**src/msqrt_pkg.sv**
```systemverilog
// msqrt_pkg: types and constants for the modular square root core
// no dependencies

package msqrt_pkg;

  typedef enum logic [4:0] {
    ST_IDLE,
    ST_CHECK,
    ST_RED,
    ST_EUL_SETUP,
    ST_EUL_DONE,
    ST_SPLIT,
    ST_P3_SETUP,
    ST_Z_SETUP,
    ST_Z_TEST,
    ST_C_SETUP,
    ST_R_SETUP,
    ST_T_SETUP,
    ST_TS_LOOP,
    ST_SQ_MUL,
    ST_SQ_CHK,
    ST_B_MUL,
    ST_R_MUL,
    ST_C_MUL,
    ST_T_MUL,
    ST_POW_STEP,
    ST_POW_WAIT,
    ST_DONE,
    ST_OUT
  } msqrt_state_e;

  typedef enum logic [2:0] {
    PR_EULER,
    PR_P3,
    PR_ZTEST,
    PR_C,
    PR_R,
    PR_T
  } msqrt_pret_e;

  typedef enum logic {
    PH_RES,
    PH_SQR
  } msqrt_phase_e;

endpackage

```
**src/msqrt_mulmod.sv**
```systemverilog
// msqrt_mulmod: bit-serial shift-and-add modular multiplier, one bit per cycle
// depends on msqrt_pkg

module msqrt_mulmod
  import msqrt_pkg::*;
#(
  parameter int MOD_BITS = 31
) (
  input  logic                clk_i,
  input  logic                rst_ni,
  input  logic                start_i,
  input  logic [MOD_BITS-1:0] a_i,
  input  logic [MOD_BITS-1:0] b_i,
  input  logic [MOD_BITS-1:0] m_i,
  output logic                busy_o,
  output logic [MOD_BITS-1:0] res_o
);
  localparam int CW = $clog2(MOD_BITS + 1);

  logic [MOD_BITS-1:0] r_q, r_d, b_q, b_d, a_q, m_q;
  logic [CW-1:0]       cnt_q, cnt_d;
  logic                busy_q, busy_d;
  logic [MOD_BITS:0]   dbl, dred, add;
  logic [MOD_BITS-1:0] r2;

  always_comb begin
    dbl  = {r_q, 1'b0};
    dred = (dbl >= {1'b0, m_q}) ? dbl - {1'b0, m_q} : dbl;
    r2   = dred[MOD_BITS-1:0];
    add  = {1'b0, r2} + {1'b0, a_q};
    if (add >= {1'b0, m_q}) add = add - {1'b0, m_q};
    r_d    = r_q;
    b_d    = b_q;
    cnt_d  = cnt_q;
    busy_d = busy_q;
    if (start_i) begin
      r_d    = '0;
      b_d    = b_i;
      cnt_d  = CW'(MOD_BITS);
      busy_d = 1'b1;
    end else if (busy_q) begin
      r_d   = b_q[MOD_BITS-1] ? add[MOD_BITS-1:0] : r2;
      b_d   = {b_q[MOD_BITS-2:0], 1'b0};
      cnt_d = cnt_q - CW'(1);
      if (cnt_q == CW'(1)) busy_d = 1'b0;
    end
  end

  always_ff @(posedge clk_i or negedge rst_ni) begin
    if (!rst_ni) begin
      busy_q <= 1'b0;
      cnt_q  <= '0;
    end else begin
      busy_q <= busy_d;
      cnt_q  <= cnt_d;
    end
  end

  always_ff @(posedge clk_i) begin
    r_q <= r_d;
    b_q <= b_d;
    if (start_i) begin
      a_q <= a_i;
      m_q <= m_i;
    end
  end

  assign busy_o = busy_q;
  assign res_o  = r_q;
endmodule

```
**config.mk**
```make
export PLATFORM = sky130hd
export DESIGN_NAME = msqrt_mulmod
export DESIGN_NICKNAME = d
export VERILOG_FILES = /design/src/msqrt_pkg.sv /design/src/msqrt_mulmod.sv
export SDC_FILE = /design/constraint.sdc
export NUM_CORES = 1
export LEC_CHECK = 0
export BUFFER_PORTS_ARGS = -buffer_cell sky130_fd_sc_hd__buf_2
export CORE_MARGIN = 2
export CORE_UTILIZATION = 30
export CTS_BUF_LIST = sky130_fd_sc_hd__clkbuf_4
export CTS_CLUSTER_SIZE = 25
export DETAILED_ROUTE_END_ITERATION = 12
export GPL_TIMING_DRIVEN = 1
export REMOVE_ABC_BUFFERS = 1
export SYNTH_ARGS = -nofsm -noshare
export SYNTH_HDL_FRONTEND = slang
export SYNTH_SLANG_ARGS = --single-unit
```
**constraint.sdc**
```tcl
create_clock -name clk_i -period 9.2 [get_ports clk_i]
set_clock_uncertainty 0.2 [all_clocks]
set_input_delay 2.76 -clock clk_i [delete_from_list [all_inputs] [get_ports clk_i]]
set_output_delay 2.76 -clock clk_i [all_outputs]
set_load 0.005 [all_outputs]
```
==> results.txt <==
The worst setup path is launched from a flip-flop. The overall routed net length is 34,500 um. The data arrival time at the worst-slack endpoint came out at roughly 8.7 ns. Yosys mapped a number of flops with a built-in enable equal to just over 90.

The portion of the clock cycle consumed by the worst path in the final layout is roughly nine tenths. The average routed wire per standard cell came out at 19.45 um. The number of buffer cells added on primary ports came out at about 130.

The worst setup path is captured at a flip-flop. The actual transition at the worst max-transition pin is 1.231 ns. The number of gates resized after cts came out at 0. The number of top-level pins is around 130.

The headroom to the max-slew limit is around 18%. TritonCTS built the clock tree. The total of endpoints with negative setup slack in the final report came out at 0.

Across the run, the number of max-cap violations was 0. Counting distinct cell types in the post-synthesis netlist gives ~80. The final route contains 9,607 vias.

The maximum buffer depth of the clock tree is 2. The hold violation total from the final report came to 0. The die area came out at about 0.037 mm^2. The clock transition at the registers of the reported paths came out at between 0.1 and 0.15 ns. The layout net count came out at about 1,500.

The chip height is 193.1 um. The number of antenna violations at the first check in global routing is 2. The maximum fanout count along the critical path is 29. The maximum operating frequency came out at 0.1201 GHz.

The placeable core region came out at between 0.03 and 0.04 mm^2. Dividing the detail-routed via count by the number of cells gives roughly 5.4. Setup repair after global routing left no endpoint under its margin. The number of clock buffers added by TritonCTS is 17. Ranked by total cell area, the synthesized netlist is headed by edfxtp_1 (26%), ha_1 (11%), dfxtp_1 (5.8%).

The share of the synthesized area in the top cell type came out at about a quarter. The first routing iteration left between 600 and 700 violations. After legalization and detailed placement, the total HPWL measured between 20,000 and 30,000 um. Cells with a size suffix above 1 make up about 18% of the layout. The proportion of synthesized chip area in sequential cells came out at between 30% and 40%.

In the routed design, unresolved DRC markers number 0. The routability congestion estimate from global placement is 0.9422. The first-pass GRT wire length is roughly 52,000 um. The setup TNS after final layout came out at 0 ns. Summed over all instances, the cell type with the most area after synthesis is edfxtp_1.

The number of buffers inserted by hold repair at cts is 0. The worst hold path belongs to the class flip-flop to flip-flop. After layout, the minimum clock period comes to roughly 8.3 ns. The remaining antenna violation count after routing came out at 0. The average footprint of a synthesized cell came out at between 8 and 9 um^2. The final max-slew violation count is 0. The post-CTS setup buffer count came out at 0.

The post-synthesis async set-or-reset flop share is ~4.6%. The global-route total usage across every layer is between 10% and 20%. The die extent in x is slightly below 200 um. The most common cell in the synthesized netlist is nand2_1. The worst setup path is of the flip-flop to flip-flop kind. The aggregate global routing overflow came out at 0. The filler cell count in the final layout is ~3,700. For this run, the detailed router's first-pass iteration total came to 5. The number of global-route vias before repair came to 9,063. The commonest cells after synthesis are nand2_1 (110), ha_1 (95), edfxtp_1 (93), a21oi_1 (91), nor2_1 (85). After synthesis the cells add up to 0.01073 mm^2. Row generation in the floorplan step produced 69 rows. The largest net degree at the start of global routing came out at 48.

Data on the critical path is required at its endpoint by 9.54 ns. The post-synthesis sequential element count is 130. Yosys printed 0 warnings.

The total number of clock tree sinks came out at 130. The root buffer cell chosen for the clock tree is clkbuf_4. The H-tree was split into 4 levels.

The growth of design area from synthesis to finish is 12.13%. For this configuration, the core starts out at a cell density of 30.31%. The flow ran to the end, and the final reports show no timing, DRC or antenna violations. The gate count after technology mapping came out at 1,192.

The latest clock arrival within the worst-skew pair came out at about 0.64 ns. The most used flip-flop cell after synthesis is edfxtp_1.
metrics by stage:
step / hold WS (ns) / setup WS [ns] / utilization, % / std cells / area, um^2
2_1_floorplan: 0.2889 / 1.836 / - / 1140 / 10480
3_3_place_gp: 0.3061 / 1.160 / 33.31 / 1741 / 11790
4_1_cts: 0.3286 / 1.013 / 33.98 / 1773 / 12030
3_5_place_dp: 0.3077 / 1.033 / 33.31 / 1741 / 11790
6_report: 0.3249 / 0.8769 / 33.98 / 1774 / 12030
5_1_grt: 0.3481 / 0.5110 / 33.98 / 1774 / 12030
state kept, by name, summed over array words and instances (netlist names):
| register | cells |
|---|---|
| res_o | 31 |
| a_q | 31 |
| m_q | 31 |
| b_q | 31 |
| busy_o | 1 |
| cnt_q | 5 |
cell type report:
class	instances	area [um^2]	share of cell area, %
antenna	1	2.502	0.02080
clock buffer	19	142.6	1.186
clock inverter	13	95.09	0.7905
inverter	65	244.0	2.028
multi-input combinational	945	6669	55.44
sequential	130	3563	29.62
tap	461	576.8	4.795
timing repair buffer	140	735.7	6.116
layout by cell type (no fill, tap or decap), drive strengths merged, types with 5 or more instances in the layout:
cell type and n:
nand4 21, buf 140, o22ai 8, o21ai 81
a211oi 25, mux2i 12, inv 65, and2 11
clkbuf 19, nor2b 10, a221o 5, nor3 19
or3 6, mux2 36, or2 7, a21oi 91
nor2 86, edfxtp 93, a211o 7, xnor2 53
o211a 6, xor2 24, o31ai 7, nand2b 9
a21o 38, o21bai 11, dfrtp 6, o211ai 15
nor4 8, a31oi 14, a31o 12, and3 19
nand3 23, nand2 110, clkinv 10, o21a 11
ha 95, dfxtp 31
critical path, cell delays in order (launching register included):
cell and delay [ns]:
edfxtp_1 0.34, inv_1 0.07, ha_1 0.43, nand2_1 0.08, o21ai_0 0.41, a31oi_1 0.23, a21oi_1 0.41, o22a_1 0.58
mux2_2 0.42, ha_1 0.33, and3_1 0.20, a211oi_1 0.47, a21oi_1 0.19, or4_1 0.61, a31o_2 0.27, a21oi_1 0.17
xnor2_1 0.15, ha_1 0.52, nand3_1 0.19, nor2_1 0.25, nand3_1 0.14, o211a_1 0.24, a211o_1 0.31, o211ai_1 0.08
buf_4 0.38, mux2i_1 0.23, a21oi_1 0.08, a31o_2 0.23
logic make-up after synthesis:
family,synth area share (%)
simple gates,14.93
mux,4.899
flops,33.22
xor+xnor,6.286
buf+inv,4.618
fa+ha+maj,11.64
compound gates,24.41
routing by layer:
layer / track usage (%) / vias to the layer above / part of all wire [%]
li1: - / 4686 / -
met1: 25.31 / 4608 / 47
met2: 29.55 / 267 / 45
met3: 2.986 / 46 / 4.9
met4: 6.993 / 0 / 2.8
met5: 0 / - / 0
worst paths after layout:
path                                   to  depth (start not counted)      start  slack (ns)
worst max-delay path             res_o[6]                         27    m_q[11]        0.88
min in group asynchronous        cnt_q[0]                          1     rst_ni        1.73
max in group asynchronous        cnt_q[3]                          1     rst_ni        6.90
worst min-delay path            res_o[22]                          2  res_o[22]        0.32
worst min register to register  res_o[22]                          2  res_o[22]        0.32
worst max register to register   res_o[6]                         27    m_q[11]        0.88
Power is not shown: default switching activity piles up to over one toggle a cycle in this logic, so the estimate is an artifact.
